File: config.mk
export PLATFORM = sky130hd
export DESIGN_NAME = led_blink_pattern_sequencer_top
export DESIGN_NICKNAME = d
export VERILOG_FILES = /design/src/rtl/core/lbps_pkg.sv /design/src/rtl/core/led_blink_pattern_sequencer_top.sv
export SDC_FILE = /design/constraint.sdc
export NUM_CORES = 1
export LEC_CHECK = 0
export BUFFER_PORTS_ARGS = -buffer_cell sky130_fd_sc_hd__buf_2
export CAP_MARGIN = 20
export CORE_MARGIN = 5
export CORE_UTILIZATION = 44
export DETAILED_ROUTE_END_ITERATION = 8
export SLEW_MARGIN = 20
export SYNTH_ARGS = -nofsm -noshare
export SYNTH_HDL_FRONTEND = slang
export SYNTH_SLANG_ARGS = --single-unit
File: constraint.sdc
create_clock -name clk_i -period 18.19 [get_ports clk_i]
set_clock_uncertainty 0.15 [all_clocks]
set_input_delay 1.819 -clock clk_i [delete_from_list [all_inputs] [get_ports clk_i]]
set_output_delay 1.819 -clock clk_i [all_outputs]
set_load 0.05 [all_outputs]
File: src/rtl/core/lbps_pkg.sv
// ----------------------------------------------------------------------------
// lbps_pkg
// types, constants and pattern table of the led blink pattern sequencer
// ----------------------------------------------------------------------------
`timescale 1ns / 1ps
`default_nettype none

package lbps_pkg;

  localparam int unsigned TIME_W  = 32;
  localparam int unsigned MS_W    = 12;
  localparam int unsigned PAT_W   = 3;
  localparam int unsigned IDX_W   = 2;
  localparam int unsigned ACT_W   = 2;
  localparam int unsigned DATA_W  = 8;

  localparam logic [TIME_W-1:0] BLIP_MS = TIME_W'(40);

  typedef enum logic [ACT_W-1:0] {
    ACT_TICK   = 2'd0,
    ACT_SELECT = 2'd1,
    ACT_BLIP   = 2'd2
  } action_e;

  typedef enum logic [PAT_W-1:0] {
    PAT_OFF         = 3'd0,
    PAT_BOOT        = 3'd1,
    PAT_PORTAL      = 3'd2,
    PAT_WIFI        = 3'd3,
    PAT_OTA         = 3'd4,
    PAT_RESET_ARMED = 3'd5
  } pattern_e;

  // mask applied to the incremented step index; zero for patterns without steps
  function automatic logic [IDX_W-1:0] step_mask(input logic [PAT_W-1:0] pat);
    logic [IDX_W-1:0] m;
    case (pat)
      PAT_BOOT, PAT_WIFI, PAT_OTA, PAT_RESET_ARMED: m = IDX_W'(1);
      PAT_PORTAL:                                    m = IDX_W'(3);
      default:                                       m = '0;
    endcase
    return m;
  endfunction

  function automatic logic has_steps(input logic [PAT_W-1:0] pat);
    return (pat == PAT_BOOT) || (pat == PAT_PORTAL) || (pat == PAT_WIFI) ||
           (pat == PAT_OTA) || (pat == PAT_RESET_ARMED);
  endfunction

  // duration of one step in ms
  function automatic logic [MS_W-1:0] step_ms(input logic [PAT_W-1:0] pat,
                                              input logic [IDX_W-1:0] idx);
    logic [MS_W-1:0] ms;
    case (pat)
      PAT_BOOT:        ms = MS_W'(100);
      PAT_PORTAL: begin
        case (idx)
          2'd0:    ms = MS_W'(120);
          2'd1:    ms = MS_W'(160);
          2'd2:    ms = MS_W'(120);
          default: ms = MS_W'(1600);
        endcase
      end
      PAT_WIFI:        ms = idx[0] ? MS_W'(2940) : MS_W'(60);
      PAT_OTA:         ms = MS_W'(70);
      PAT_RESET_ARMED: ms = MS_W'(40);
      default:         ms = '0;
    endcase
    return ms;
  endfunction

  // every stepped pattern lights on even steps and goes dark on odd ones
  function automatic logic step_lit(input logic [IDX_W-1:0] idx);
    return ~idx[0];
  endfunction

endpackage

`default_nettype wire

File: src/rtl/core/led_blink_pattern_sequencer_top.sv
// ----------------------------------------------------------------------------
// led_blink_pattern_sequencer_top
// status led driver stepping through looped blink patterns
// ----------------------------------------------------------------------------
// channel | direction | signals                         | payload
// s_axis  | in        | tvalid tready tdata tuser       | pattern_select, action
// m_axis  | out       | tvalid tready tdata             | led_lit, pin_level
// cfg     | in        | cfg_valid cfg_ready cfg_data    | active_low
//
// one transaction is taken per cycle unless the buffer is full; its result is
// computed in the same cycle from the state registers into a two-entry output buffer
// s_axis_tready_o drops only when both buffer entries hold untaken results,
// so a stalled output side costs no input cycles until the buffer is full
// reset clears all timing state, the pattern (off), the led and the polarity
// cfg_ready_o is always high; writes are expected only while idle
// ----------------------------------------------------------------------------
`timescale 1ns / 1ps
`default_nettype none

module led_blink_pattern_sequencer_top
  import lbps_pkg::*;
(
  input  wire logic              clk_i,
  input  wire logic              rst_ni,
  // input stream
  input  wire logic              s_axis_tvalid_i,
  output logic                   s_axis_tready_o,
  input  wire logic [DATA_W-1:0] s_axis_tdata_i,  // [2:0] pattern_select, rest zero
  input  wire logic [ACT_W-1:0]  s_axis_tuser_i,  // [1:0] action
  // result stream
  output logic                   m_axis_tvalid_o,
  input  wire logic              m_axis_tready_i,
  output logic [DATA_W-1:0]      m_axis_tdata_o,  // [0] led_lit, [1] pin_level, rest zero
  // configuration write
  input  wire logic              cfg_valid_i,
  output logic                   cfg_ready_o,
  input  wire logic              cfg_data_i       // active_low
);

  // --------------------------------------------------------------------------
  // state registers
  // --------------------------------------------------------------------------
  logic [TIME_W-1:0] time_q, time_d;
  logic [TIME_W-1:0] step_dl_q, step_dl_d;
  logic [TIME_W-1:0] blip_dl_q, blip_dl_d;
  logic [PAT_W-1:0]  pat_q, pat_d;
  logic [IDX_W-1:0]  idx_q, idx_d;
  logic              led_q, led_d;
  logic              active_low_q;

  // output buffer: slot 0 is the head
  logic [1:0] cnt_q, cnt_d;
  logic [1:0] slot0_q, slot0_d;
  logic [1:0] slot1_q, slot1_d;

  logic              in_accept;
  logic              out_pop;
  logic [PAT_W-1:0]  sel;
  action_e           act;

  logic [TIME_W-1:0] time_inc;
  logic [TIME_W-1:0] blip_diff;
  logic [TIME_W-1:0] step_diff;
  logic              blip_on;
  logic              step_due;
  logic [IDX_W-1:0]  idx_nxt;
  logic [1:0]        result;

  assign sel       = s_axis_tdata_i[PAT_W-1:0];
  assign act       = action_e'(s_axis_tuser_i);
  assign in_accept = s_axis_tvalid_i & s_axis_tready_o;
  assign out_pop   = m_axis_tvalid_o & m_axis_tready_i;

  // --------------------------------------------------------------------------
  // timing compares, all modulo 2^32
  // --------------------------------------------------------------------------
  assign time_inc  = time_q + TIME_W'(1);
  assign blip_diff = blip_dl_q - time_inc;
  // blip still ahead: strictly positive as a signed value
  assign blip_on   = (blip_diff != '0) & ~blip_diff[TIME_W-1];
  assign step_diff = time_inc - step_dl_q;
  // deadline reached or passed
  assign step_due  = ~step_diff[TIME_W-1];
  assign idx_nxt   = (idx_q + IDX_W'(1)) & step_mask(pat_q);

  // --------------------------------------------------------------------------
  // transaction decode and next state
  // --------------------------------------------------------------------------
  always_comb begin
    time_d    = time_q;
    step_dl_d = step_dl_q;
    blip_dl_d = blip_dl_q;
    pat_d     = pat_q;
    idx_d     = idx_q;
    led_d     = led_q;
    if (in_accept) begin
      unique case (act)
        ACT_TICK: begin
          time_d = time_inc;
          if (blip_on) begin
            // blip holds the led on and freezes the pattern
            led_d = 1'b1;
          end else if (!has_steps(pat_q)) begin
            led_d = 1'b0;
          end else if (step_due) begin
            idx_d     = idx_nxt;
            step_dl_d = time_inc + TIME_W'(step_ms(pat_q, idx_nxt));
            led_d     = step_lit(idx_nxt);
          end
        end
        ACT_SELECT: begin
          // reselecting the running pattern leaves it undisturbed
          if (sel != pat_q) begin
            pat_d = sel;
            idx_d = '0;
            if (has_steps(sel)) begin
              led_d     = step_lit('0);
              step_dl_d = time_q + TIME_W'(step_ms(sel, '0));
            end else begin
              led_d = 1'b0;
            end
          end
        end
        ACT_BLIP: begin
          blip_dl_d = time_q + BLIP_MS;
        end
        default: begin
          // unused action code: state untouched, level still reported
        end
      endcase
    end
  end

  assign result = {led_d ^ active_low_q, led_d};

  // --------------------------------------------------------------------------
  // two-entry output buffer
  // --------------------------------------------------------------------------
  always_comb begin
    cnt_d   = cnt_q + {1'b0, in_accept} - {1'b0, out_pop};
    slot0_d = slot0_q;
    slot1_d = slot1_q;
    if (out_pop && (cnt_q == 2'd2)) begin
      slot0_d = slot1_q;
    end
    if (in_accept) begin
      if ((cnt_q == 2'd0) || ((cnt_q == 2'd1) && out_pop)) begin
        slot0_d = result;
      end else begin
        slot1_d = result;
      end
    end
  end

  always_ff @(posedge clk_i or negedge rst_ni) begin
    if (!rst_ni) begin
      time_q       <= '0;
      step_dl_q    <= '0;
      blip_dl_q    <= '0;
      pat_q        <= PAT_OFF;
      idx_q        <= '0;
      led_q        <= 1'b0;
      active_low_q <= 1'b0;
      cnt_q        <= '0;
    end else begin
      time_q    <= time_d;
      step_dl_q <= step_dl_d;
      blip_dl_q <= blip_dl_d;
      pat_q     <= pat_d;
      idx_q     <= idx_d;
      led_q     <= led_d;
      cnt_q     <= cnt_d;
      if (cfg_valid_i && cfg_ready_o) begin
        active_low_q <= cfg_data_i;
      end
    end
  end

  // result payload, no reset needed
  always_ff @(posedge clk_i) begin
    slot0_q <= slot0_d;
    slot1_q <= slot1_d;
  end

  assign s_axis_tready_o = (cnt_q != 2'd2);
  assign m_axis_tvalid_o = (cnt_q != 2'd0);
  assign m_axis_tdata_o  = {{(DATA_W-2){1'b0}}, slot0_q};
  assign cfg_ready_o     = 1'b1;

endmodule

`default_nettype wire

==> metrics list, run 1 <==
- Status: finished, final reports clean
- Post-place instance area: ~0.011 sq mm
* Period minus WS final: around 7.3 ns
- At the later pin of the worst-skew pair, clock insertion delay measures roughly 0.37 ns.
- Postcts setup bufs: 0
- The initial antenna violation count was 0.
* Cells along the critical path: ha_1, nand3_1, nor3_1, nand2_1, nor2_1, xnor2_1, ha_1, and2_1, o41ai_1, a21oi_1, o311ai_0, a211o_1, o311ai_0, nand2b_1, a31oi_1, a211oi_1, o21ai_1, o211ai_4, and2_1, buf_4, mux2_2
* Sum of overflow across all layers after global routing: 0
- Number of global-route vias before repair: 9110
* Worst stage delay on the critical path: around 0.7 ns
* Routed vias/inst: 5.89
* Share of flip-flops with an asynchronous set or reset after synthesis: 0.963
- Final cell area excluding filler cells: roughly 0.011 sq mm
- Summed over all nets, the switching power comes to between 0.0004 and 0.0005 W.
* Total negative slack for setup checks: 0 ns
- Of all cell types, the one taking the most synthesized area is sky130_fd_sc_hd__dfrtp_1.
- The die is ~170 um wide.
- Detailed Place HPWL: roughly 25 mm
- Number of pins exceeding their max-slew limit in the final report: 0
- In the synthesized netlist the dominant register cell turns out to be sky130_fd_sc_hd__dfrtp_1.
- Of the post-synthesis cell area, the dominant cell type holds 0.241.
- The final layout contains 1414 nets.
- Part of the cycle the worst path needs: 0.404
- Per-cell routed wire length: slightly below 20 um
- Yosys cell types: 85
- Timing analysis after detailed placement gives a worst setup slack of ~11 ns.
- The H-tree was split into 3 levels.
- The tool flagged a number of max-cap violations equal to 0.
- Internal power comes to about 0.00065 W.
- In the routed design, unresolved DRC markers number 0.
* Reg-to-reg critical path endpoint: step_dl_q[14]$_DFFE_PN0P_
- Headroom to the max-slew limit came out at 0.281.
- The floorplan has between 50 and 60 rows.
- Root buffer cell: sky130_fd_sc_hd__clkbuf_16
- Setup repair after global routing left no endpoint under its margin.
* CTS max path bufs: 2
- Maximum net fanout on the critical path: 32
* Critical register-to-register path startpoint: time_q[1]$_DFFE_PN0P_
* Final Hold Vio Count: 0
* Antenna diode count: 0
- The worst hold path begins at step_dl_q[19]$_DFFE_PN0P_.
- Area growth from synthesis to layout: 4.74%
* Final ANT Viol Nets: 0
- Standard cell with the maximum stage delay on the critical path: sky130_fd_sc_hd__a211oi_1
- The number of clock buffers added by TritonCTS is 9.
- Grouping stages by cell kind, the critical path spends the most delay in compound AO/OA/AOI/OAI gates.
- Endpoint required time on the critical path: about 18 ns
- IR analysis of the VDD net gives a maximum drop of about 0.055 mV.
* Type of the tightest min-delay check: flop to flop
- In this run the mean area of a mapped cell was just under 8 sq um.
* Area contributors post-synth: sky130_fd_sc_hd__dfrtp_1, sky130_fd_sc_hd__xnor2_1, sky130_fd_sc_hd__ha_1, sky130_fd_sc_hd__nand2_1, sky130_fd_sc_hd__o21ai_0
- STA classifies the critical path endpoint as a flop.
- Setup Viol. Count Final: 0
- Clock-pin slew was measured on the worst setup and hold paths at around 0.080 ns.
- CTS saw roughly 110 sinks.
* WP depth: 21
- Slew at the pin closest to its max-slew limit: between 1 and 1.5 ns
- Maximum clock frequency: 136 MHz
- Sequential-to-total area share from yosys stat: 0.250
* Die height: between 150 and 200 um
* Start-to-end type of the worst setup path: flop to flop
- STA classifies the critical path startpoint as a flop.
- Yosys printed 0 warnings.
- Worst hold stages: 1
- In this run the cell area of the synthesized design comes to 0.0109 sq mm.
* Min setup slack post-route: about 11 ns
* Register-to-Register Setup Slack: ~11 ns
- Overall track demand over capacity in global routing: 0.225
- In the final layout, the share of cells above drive strength 1 is 0.0562.
* Lkg Pwr: between 4 and 5 nW
- Yosys instantiated no cell more often than sky130_fd_sc_hd__nand2_1.
* CTS tree: done
- Of the total power, registers draw 0.303.
- For this design the top-level I/O count stands at 27.
* Resized cells post-CTS: 0
- Number of DRC violations after detailed-routing iteration 0: 900
- Worst path buffer plus inverter count: 1
- After technology mapping, the gate count stands at ~1400.
* Wire length of the first global-routing pass: 51.0 mm
- Flip-flop and latch count after synthesis: ~110
* Maximum number of pins on one net before global-route repair: about 70
- For this configuration, the core starts out at a cell density of 0.448.
- The first TritonRoute pass finished after 5 iterations.
- After synthesis, the most frequently instantiated cells are sky130_fd_sc_hd__nand2_1, sky130_fd_sc_hd__xnor2_1, sky130_fd_sc_hd__dfrtp_1, sky130_fd_sc_hd__nor2_1, sky130_fd_sc_hd__inv_1.
- At the worst endpoint, the arrival time is between 7 and 8 ns.
- Floorplan Core Area: between 0.02 and 0.025 sq mm
* CTS Hold Buffers Added: 0
- Clock power frac: 0.199
- Overall via count from detail_route: approximately 9800
* Switching portion of total power: 0.424
- Sum of routed wire length over all layers: ~32 mm
- Routability congestion estimate: 0.883
- Worst hold endpoint: step_dl_q[19]$_DFFE_PN0P_
- Pwr dens: roughly 99 mW/mm^2
- Number of enable flip-flop cells after synthesis: 2
- Register-to-Register Path Depth: 21
* Port Buf Inserts: 14
* Die footprint: between 0.02 and 0.03 sq mm
* Combinational share of power: 0.498
==> per-stage QoR <==
step,hold WS (ns),power (W),std cells,util
final,0.336,0.00113,1659,0.469
after global placement,0.315,0.000885,1644,0.456
after detailed placement,0.326,0.000903,1644,0.456
after global routing,0.353,0.00121,1659,0.469
after CTS,0.343,0.00113,1659,0.469
after floorplan,0.300,0.000772,1387,-
==> registers in the layout, indices dropped and copies added, names as in the netlist <==
| name | cells |
|---|---|
| blip_dl_q | 32 |
| step_dl_q | 32 |
| pat_q | 3 |
| slot0_q | 2 |
| time_q | 32 |
| active_low_q | 1 |
| idx_q | 2 |
| cnt_q | 2 |
| led_q | 1 |
| slot1_q | 2 |
==> cells in the final DEF, fill, tap and decap left out, drive strengths merged, types with 9 or more instances in the layout <==
master     n
a21o      10
a21oi     65
a31oi     15
and2      23
and3      13
and4      14
buf       24
clkbuf     9
dfrtp    105
ha        64
inv       96
maj3      13
mux2      15
mux2i     15
nand2    159
nand2b     9
nand3     52
nand4     27
nor2     101
nor2b      9
nor3      42
nor4      17
o2111ai    9
o211ai    18
o21a      14
o21ai     89
or2        9
or3        9
xnor2    108
xor2      49
==> power by group through the flow <==
stage                     Clock, W  Sequential [W]  Combinational, W
after CTS                 0.000230        0.000341          0.000559
after detailed placement         0        0.000346          0.000557
after global routing      0.000237        0.000349          0.000626
final                     0.000225        0.000342          0.000563
after floorplan                  0        0.000329          0.000442
after global placement           0        0.000343          0.000541
==> per-layer routing <==
layer | routed length (um) | share of wire | track usage
met1 | 16000 | 0.50 | 0.343
met2 | 13800 | 0.43 | 0.338
met3 | 1640 | 0.051 | 0.0262
met4 | 631 | 0.020 | 0.0603
met5 | 0 | 0 | 0
==> kinds of logic (layout without fill, tap and decap cells) <==
group | count (synthesis) | count (layout) | synth area share
buffers and inverters | 183 | 131 | 0.0682
other | 2 | 7 | 0.000689
flip-flops | 109 | 109 | 0.250
AND/OR/NAND/NOR | 501 | 501 | 0.227
multiplexers | 30 | 30 | 0.0296
XOR/XNOR | 165 | 165 | 0.143
adder cells (fa/ha/maj) | 80 | 80 | 0.0911
AO/OA/AOI/OAI | 312 | 312 | 0.191
==> area by class of cell <==
type | instances | area (sq um)
timing repair buffer | 24 | 148
inverter | 92 | 345
fill | 2429 | 12900
clock buffer | 9 | 225
sequential | 109 | 2730
clock inverter | 6 | 92.6
multi-input combinational | 1095 | 7470
tap | 324 | 405
==> worst max-delay path by stage <==
stage,start,end,slack (ns)
2_1_floorplan,time_q[7]$_DFFE_PN0P_,step_dl_q[18]$_DFFE_PN0P_,12.36
3_3_place_gp,time_q[1]$_DFFE_PN0P_,step_dl_q[0]$_DFFE_PN0P_,11.03
3_5_place_dp,time_q[1]$_DFFE_PN0P_,step_dl_q[0]$_DFFE_PN0P_,10.96
4_1_cts,time_q[1]$_DFFE_PN0P_,step_dl_q[14]$_DFFE_PN0P_,10.92
5_1_grt,time_q[1]$_DFFE_PN0P_,step_dl_q[22]$_DFFE_PN0P_,10.41
6_report,time_q[1]$_DFFE_PN0P_,step_dl_q[14]$_DFFE_PN0P_,10.84
(Power assumes the default switching activity.)
==> inputs of run 2 (changes only) <==
- clock period: 18.19 -> 6.5 ns (I/O delays scaled with it)
==> metrics list, run 2 (synthesized netlist as in run 1, its figures left out) <==
- For this block, the initial DRC count from the detailed router was ~730.
- Excluding fillers, the count of instances in the completed layout stands at roughly 1700.
- In the final layout, the share of cells above drive strength 1 is 0.0748.
- Register-to-Register Path Depth: 21
* Most used cells in the layout excluding fill and tap cells: sky130_fd_sc_hd__nand2_1, sky130_fd_sc_hd__xnor2_1, sky130_fd_sc_hd__dfrtp_1
* Switching portion of total power: 0.430
* Floorplan Core Area: 0.0243 sq mm
- Initial Utilization: 0.448
* Detailed Place HPWL: 25.0 mm
* Initial antenna violation count: 0
* Clock power frac: 0.181
- DRC errors left: 0
* Start-to-end type of the worst setup path: flop to flop
- Latest clock arrival within the worst-skew pair: approximately 0.37 ns
* Reg-to-reg critical path endpoint: step_dl_q[0]$_DFFE_PN0P_
- Post-CTS timing repair inserted 0 buffers for setup.
- TritonCTS built the clock tree.
- The first TritonRoute pass finished after 6 iterations.
* Maximum net fanout on the critical path: 14
- Across every metal layer, demand over resource in global routing totals 0.227.
* Data arrival time of the worst path: a little over 6 ns
- Status: finished, final reports clean
- Part of the cycle the worst path needs: 0.937
- Lkg Pwr: about 5.0 nW
- Power Total: roughly 0.0031 W
- The routed layout has between 9000 and 10000 vias.
* Number of cells after detailed placement: roughly 1700
* Hold_ws: 0.115 ns
- Final ANT Viol Nets: 0
- The min-delay analysis places its worst path in the category input port to async pin.
* Routed vias/inst: roughly 5.9
* Floorplan die width: around 170 um
- For this design, the CTS-stage hold fixing added 0 buffers.
- Register-to-Register Setup Slack: ~0.41 ns
- STA classifies the critical path startpoint as a flop.
- After detailed routing, the total wire length is around 32 mm.
* Critical register-to-register path startpoint: time_q[1]$_DFFE_PN0P_
- The internal portion of the total power is 0.00177 W.
- CTS max path bufs: 2
- The tool flagged a number of max-cap violations equal to 0.
- Number of global-route vias before repair: between 9000 and 10000
- Boundary Pins: 27
- Measured along the y axis, the die boundary spans 167 um.
- Area growth from synthesis to layout: 6.38%
- H-Tree Depth: 3
- The max-slew violation total from the final report was 0.
- After routing the design area is ~0.012 sq mm.
- Largest registers ranked by flip-flop count: blip_dl_q (32), step_dl_q (32), time_q (32)
* Slew at the pin closest to its max-slew limit: 0.947 ns
- The share of total power dissipated in sequential elements is 0.308.
- Antenna diode count: 0
* Final Hold Vio Count: 0
- For this run, the top clock speed supported by timing is between 150 and 200 MHz.
- The library cell used most frequently in the layout, excluding fill and tap cells, is sky130_fd_sc_hd__nand2_1.
- Port Buf Inserts: 14
* Post-place instance area: around 0.011 sq mm
- Power dissipated by switching net loads: about 0.0013 W
- Peak supply drop: a little over 0.2 mV
- Total negative slack for setup checks: 0 ns
* Nature of the critical path endpoint: flop
- Count of standard-cell rows: 57
- Routability-driven placement finished with a final weighted congestion of 0.912.
- Clock-pin slew on the worst setup and hold paths: 0.08 ns
* Die footprint: between 0.02 and 0.03 sq mm
* Pwr dens: around 270 mW/mm^2
- The share of total power dissipated in combinational logic is 0.511.
* Net count of the finished layout: roughly 1400
* Root buffer cell: sky130_fd_sc_hd__clkbuf_16
- In this run the worst setup path begins at time_q[1]$_DFFE_PN0P_.
- Wire length of the first global-routing pass: between 50 and 60 mm
* Worst slew margin relative to its limit: 0.369
- For this run the aggregate overflow at the end of global routing stands at 0.
- Per-cell routed wire length: about 19 um
* Resized cells post-CTS: 0
* Total CTS buffers: 9
- Setup Viol. Count Final: 0
- Setup repair after global routing left no endpoint under its margin.
- Entering global routing, the biggest net connects 70 pins.
* Setup crit end: step_dl_q[0]$_DFFE_PN0P_
- The tree built by TritonCTS fans out to around 110 sinks.
- Period minus WS final: about 6.1 ns
* Endpoint required time on the critical path: ~6.6 ns
## run 2: changes by cell type in the layout (fill, tap and decap cells not counted), moves of 2 or more
cell,before,now
sky130_fd_sc_hd__buf_4,11,37
sky130_fd_sc_hd__clkinv_4,0,3
sky130_fd_sc_hd__inv_6,3,0
sky130_fd_sc_hd__bufinv_16,2,0
## run 2: worst min path at each step
stage,endpoint,startpoint,slack (ns)
6_report,blip_dl_q[0]$_DFFE_PN0P_,rst_ni,0.11
5_1_grt,blip_dl_q[0]$_DFFE_PN0P_,rst_ni,0.15
4_1_cts,blip_dl_q[5]$_DFFE_PN0P_,rst_ni,0.13
3_5_place_dp,step_dl_q[19]$_DFFE_PN0P_,step_dl_q[19]$_DFFE_PN0P_,0.33
3_3_place_gp,blip_dl_q[0]$_DFFE_PN0P_,blip_dl_q[0]$_DFFE_PN0P_,0.32
2_1_floorplan,active_low_q$_DFFE_PN0P_,rst_ni,0.20
## run 2: worst max-delay path: stages, from the launching register on
cell and delay (ns):
sky130_fd_sc_hd__dfrtp_1 0.52, sky130_fd_sc_hd__ha_1 0.27, sky130_fd_sc_hd__nand3_1 0.19, sky130_fd_sc_hd__nor3_1 0.47
sky130_fd_sc_hd__nand2_1 0.14, sky130_fd_sc_hd__nor2_1 0.15, sky130_fd_sc_hd__xnor2_1 0.25, sky130_fd_sc_hd__ha_1 0.43
sky130_fd_sc_hd__and2_1 0.21, sky130_fd_sc_hd__o41ai_1 0.06, sky130_fd_sc_hd__a21oi_1 0.07, sky130_fd_sc_hd__o311ai_0 0.66
sky130_fd_sc_hd__and2_1 0.23, sky130_fd_sc_hd__o22ai_1 0.07, sky130_fd_sc_hd__nor4_1 0.22, sky130_fd_sc_hd__nand4_1 0.17
sky130_fd_sc_hd__nor4_1 0.38, sky130_fd_sc_hd__nand4_2 0.32, sky130_fd_sc_hd__o211ai_4 0.26, sky130_fd_sc_hd__and2_1 0.23
sky130_fd_sc_hd__buf_12 0.18, sky130_fd_sc_hd__mux2_2 0.34
## run 2: through the flow
stage           util  setup WS [ns]
3_3_place_gp   0.465          0.552
5_1_grt        0.477         0.0562
4_1_cts        0.477          0.464
3_5_place_dp   0.465          0.508
2_1_floorplan      -          0.675
6_report       0.477          0.407
## run 2: final cells by class
type                    count  area, sq um
multi-input cells        1095         7460
well taps                 324          405
repair buffers             51          363
clock inverters             5         45.0
flip-flops and latches    109         2730
clock buffers              11          243
fillers                  2428        12700
inverters                  92          345
## run 2: routing by layer
metal,global-route usage,wire length [um]
met3,0.0193,1540
met2,0.345,14000
met4,0.0625,686
met5,0,0
met1,0.345,16000
## run 2: power groups by stage
stage                     Combinational, W  Sequential, W  Clock (W)
after floorplan                    0.00124       0.000922          0
after global placement             0.00153       0.000962          0
after detailed placement           0.00157       0.000967          0
after CTS                          0.00157       0.000954   0.000570
after global routing               0.00176       0.000978   0.000604
final                              0.00158       0.000956   0.000562
==> inputs of run 3 (changes only) <==
- CORE_UTILIZATION: 44 -> 59
- PLACE_DENSITY: unset -> 0.79
==> metrics list, run 3 (synthesized netlist as in run 1, its figures left out) <==
- Maximum clock frequency: around 160 MHz
* Number of global-route vias before repair: roughly 9400
- The worst setup path is of the flop to flop kind.
- Largest registers ranked by flip-flop count: blip_dl_q (32), step_dl_q (32), time_q (32)
- The worst setup path is launched from a flop.
- Count of placed standard cells in the final layout, fillers left out: 1584
- Final ANT Viol Nets: 0
- In this run the count of I/O pins placed on the die edge is 27.
* Clock-pin slew on the worst setup and hold paths: roughly 0.08 ns
* Worst stage delay on the critical path: 0.67 ns
- Number of DRC violations after detailed-routing iteration 0: 1141
- Dividing the detail-routed wire length by the instance count gives 19.5 um.
- Antenna diode count: 0
- Dominant cell type by count on the critical path: sky130_fd_sc_hd__buf_4
- Number of cells after detailed placement: between 1500 and 2000
* Clock tree sinks: ~110
- IR analysis of the VDD net gives a maximum drop of 0.200 mV.
- In this run the worst path has a maximum fanout of 11.
- The congestion estimate from routability-driven global placement came to between 0.9 and 1.
- # fillers: 1544
- The largest individual stage delay along the critical path comes from the cell sky130_fd_sc_hd__o311ai_0.
- After floorplanning, the core was divided into 49 placement rows.
- The run finished with clean final reports.
* Slew at the pin closest to its max-slew limit: 0.951 ns
- From left edge to right edge, the die measures ~150 um.
- RSZ-0062 raised after global routing: false
* Die height: about 150 um
- Global routing finished with a remaining overflow of 0.
* Period minus WS final: between 6 and 7 ns
* Cells along the critical path: nand4_1, nor4_1, buf_4, xnor2_1, ha_1, nand3_1, or4_1, o211ai_1, a31o_2, o31ai_1, o311ai_0, nand2b_1, a31oi_1, and4b_1, o21ai_1, o211ai_4, and2_1, buf_4, mux2_1
* H-Tree Depth: 3
* Number of pins exceeding their max-slew limit in the final report: 0
* Root buffer cell: sky130_fd_sc_hd__clkbuf_16
- The routed layout has around 10000 vias.
* Most common library cell in the layout ignoring fill and taps: sky130_fd_sc_hd__nand2_1
- Across the run, the number of max-cap violations was 0.
- The first global-routing pass estimated about 50 mm of wire.
- Power Total: around 0.0031 W
- Latest clock arrival within the worst-skew pair: around 0.37 ns
* Endpoint required time on the critical path: 6.60 ns
* CTS tree: done
* Pwr dens: 274 mW/mm^2
- Die footprint: 0.0213 sq mm
* Area growth from synthesis to layout: 5.07%
- Overall track demand over capacity in global routing: 0.284
- After the last flow step, the layout net total stands at around 1400.
- CTS Hold Buffers Added: 0
- At the worst endpoint, the arrival time is between 6 and 7 ns.
- Final Hold Vio Count: 0
* Part of the cycle the worst path needs: 0.964
* Sum of routed wire length over all layers: 30.9 mm
* Hold_ws: 0.0844 ns
- After detailed routing, the number of remaining DRC violations is 0.
- Total negative slack for setup checks: 0 ns
- Crit-path leading delay family: simple AND/OR/NAND/NOR gates
- Entering global routing, the biggest net connects 70 pins.
- Layout cells sized above 1: 0.0701
* Port Buf Inserts: 14
- Worst path buffer plus inverter count: 2
* Initial Utilization: 0.602
* Lkg Pwr: 5.01 nW
- In the routed layout, each cell is associated on average with a via count of about 6.5.
- The initial antenna violation count is 0.
- Floorplan Core Area: around 0.018 sq mm
- The worst setup path is captured at a flop.
- Setup Viol. Count Final: 0
- In this run the post-CTS setup repair buffer count came out at 0.
- Buffers inserted during clock tree synthesis total 9.
- First-pass iteration count of the detailed router: 5
- The clock passes through at most 2 buffers.
- Worst slew margin relative to its limit: 0.361
- Summed over all nets, the half-perimeter wirelength after detailed placement is about 24 mm.
- Most used cells in the layout excluding fill and tap cells: sky130_fd_sc_hd__nand2_1, sky130_fd_sc_hd__xnor2_1, sky130_fd_sc_hd__dfrtp_1
- Type of the tightest min-delay check: input port to async pin
[run 3: metal layers]
layer  GRT usage  part of all wire  vias up
met3      0.0355             0.079       76
li1            -                 -     4816
met2       0.422              0.44      464
met5           0                 0        -
met1       0.419              0.45     4879
met4       0.113             0.035        0
[run 3: final cells by class]
| type | instances | area [sq um] | share of cell area |
|---|---|---|---|
| Multi-Input combinational cell | 1095 | 7470 | 0.652 |
| Sequential cell | 109 | 2730 | 0.238 |
| Inverter | 92 | 345 | 0.0302 |
| Timing Repair Buffer | 43 | 303 | 0.0264 |
| Tap cell | 229 | 287 | 0.0250 |
| Clock buffer | 11 | 254 | 0.0222 |
| Clock inverter | 5 | 65.1 | 0.00568 |
[run 3: final timing paths]
kind	startpoint	cells past startpoint	to	slack, ns
max in group asynchronous	rst_ni	2	time_q[20]$_DFFE_PN0P_	4.78
setup / recovery	time_q[10]$_DFFE_PN0P_	19	step_dl_q[31]$_DFFE_PN0P_	0.23
setup reg to reg	time_q[10]$_DFFE_PN0P_	19	step_dl_q[31]$_DFFE_PN0P_	0.23
min in group clk_i	step_dl_q[20]$_DFFE_PN0P_	1	step_dl_q[20]$_DFFE_PN0P_	0.34
hold / removal	rst_ni	1	pat_q[0]$_DFFE_PN0P_	0.08
hold reg to reg	step_dl_q[20]$_DFFE_PN0P_	1	step_dl_q[20]$_DFFE_PN0P_	0.34
[run 3: stage by stage]
| step | utilization | cell area [sq um] | setup WS, ns |
|---|---|---|---|
| after detailed placement | 0.615 | 11100 | 0.429 |
| final | 0.633 | 11400 | 0.233 |
| after global placement | 0.615 | 11100 | 0.526 |
| after floorplan | - | 10900 | 0.675 |
| after CTS | 0.633 | 11400 | 0.393 |
| after global routing | 0.633 | 11400 | 0.0169 |
[run 3: what timing repair did]
item | CTS | global route
setup endpoints to repair | 0 | 13
gates resized for setup | 0 | 2
hold endpoints to repair | 0 | 0
[run 3: where the power goes]
group          total [W]  switching, W  internal, W  leakage [nW]
registers       0.000956      0.000137     0.000819          1.43
clock network   0.000607      0.000280     0.000327         0.156
logic            0.00158      0.000908     0.000671          3.43
total            0.00314       0.00133      0.00182          5.01
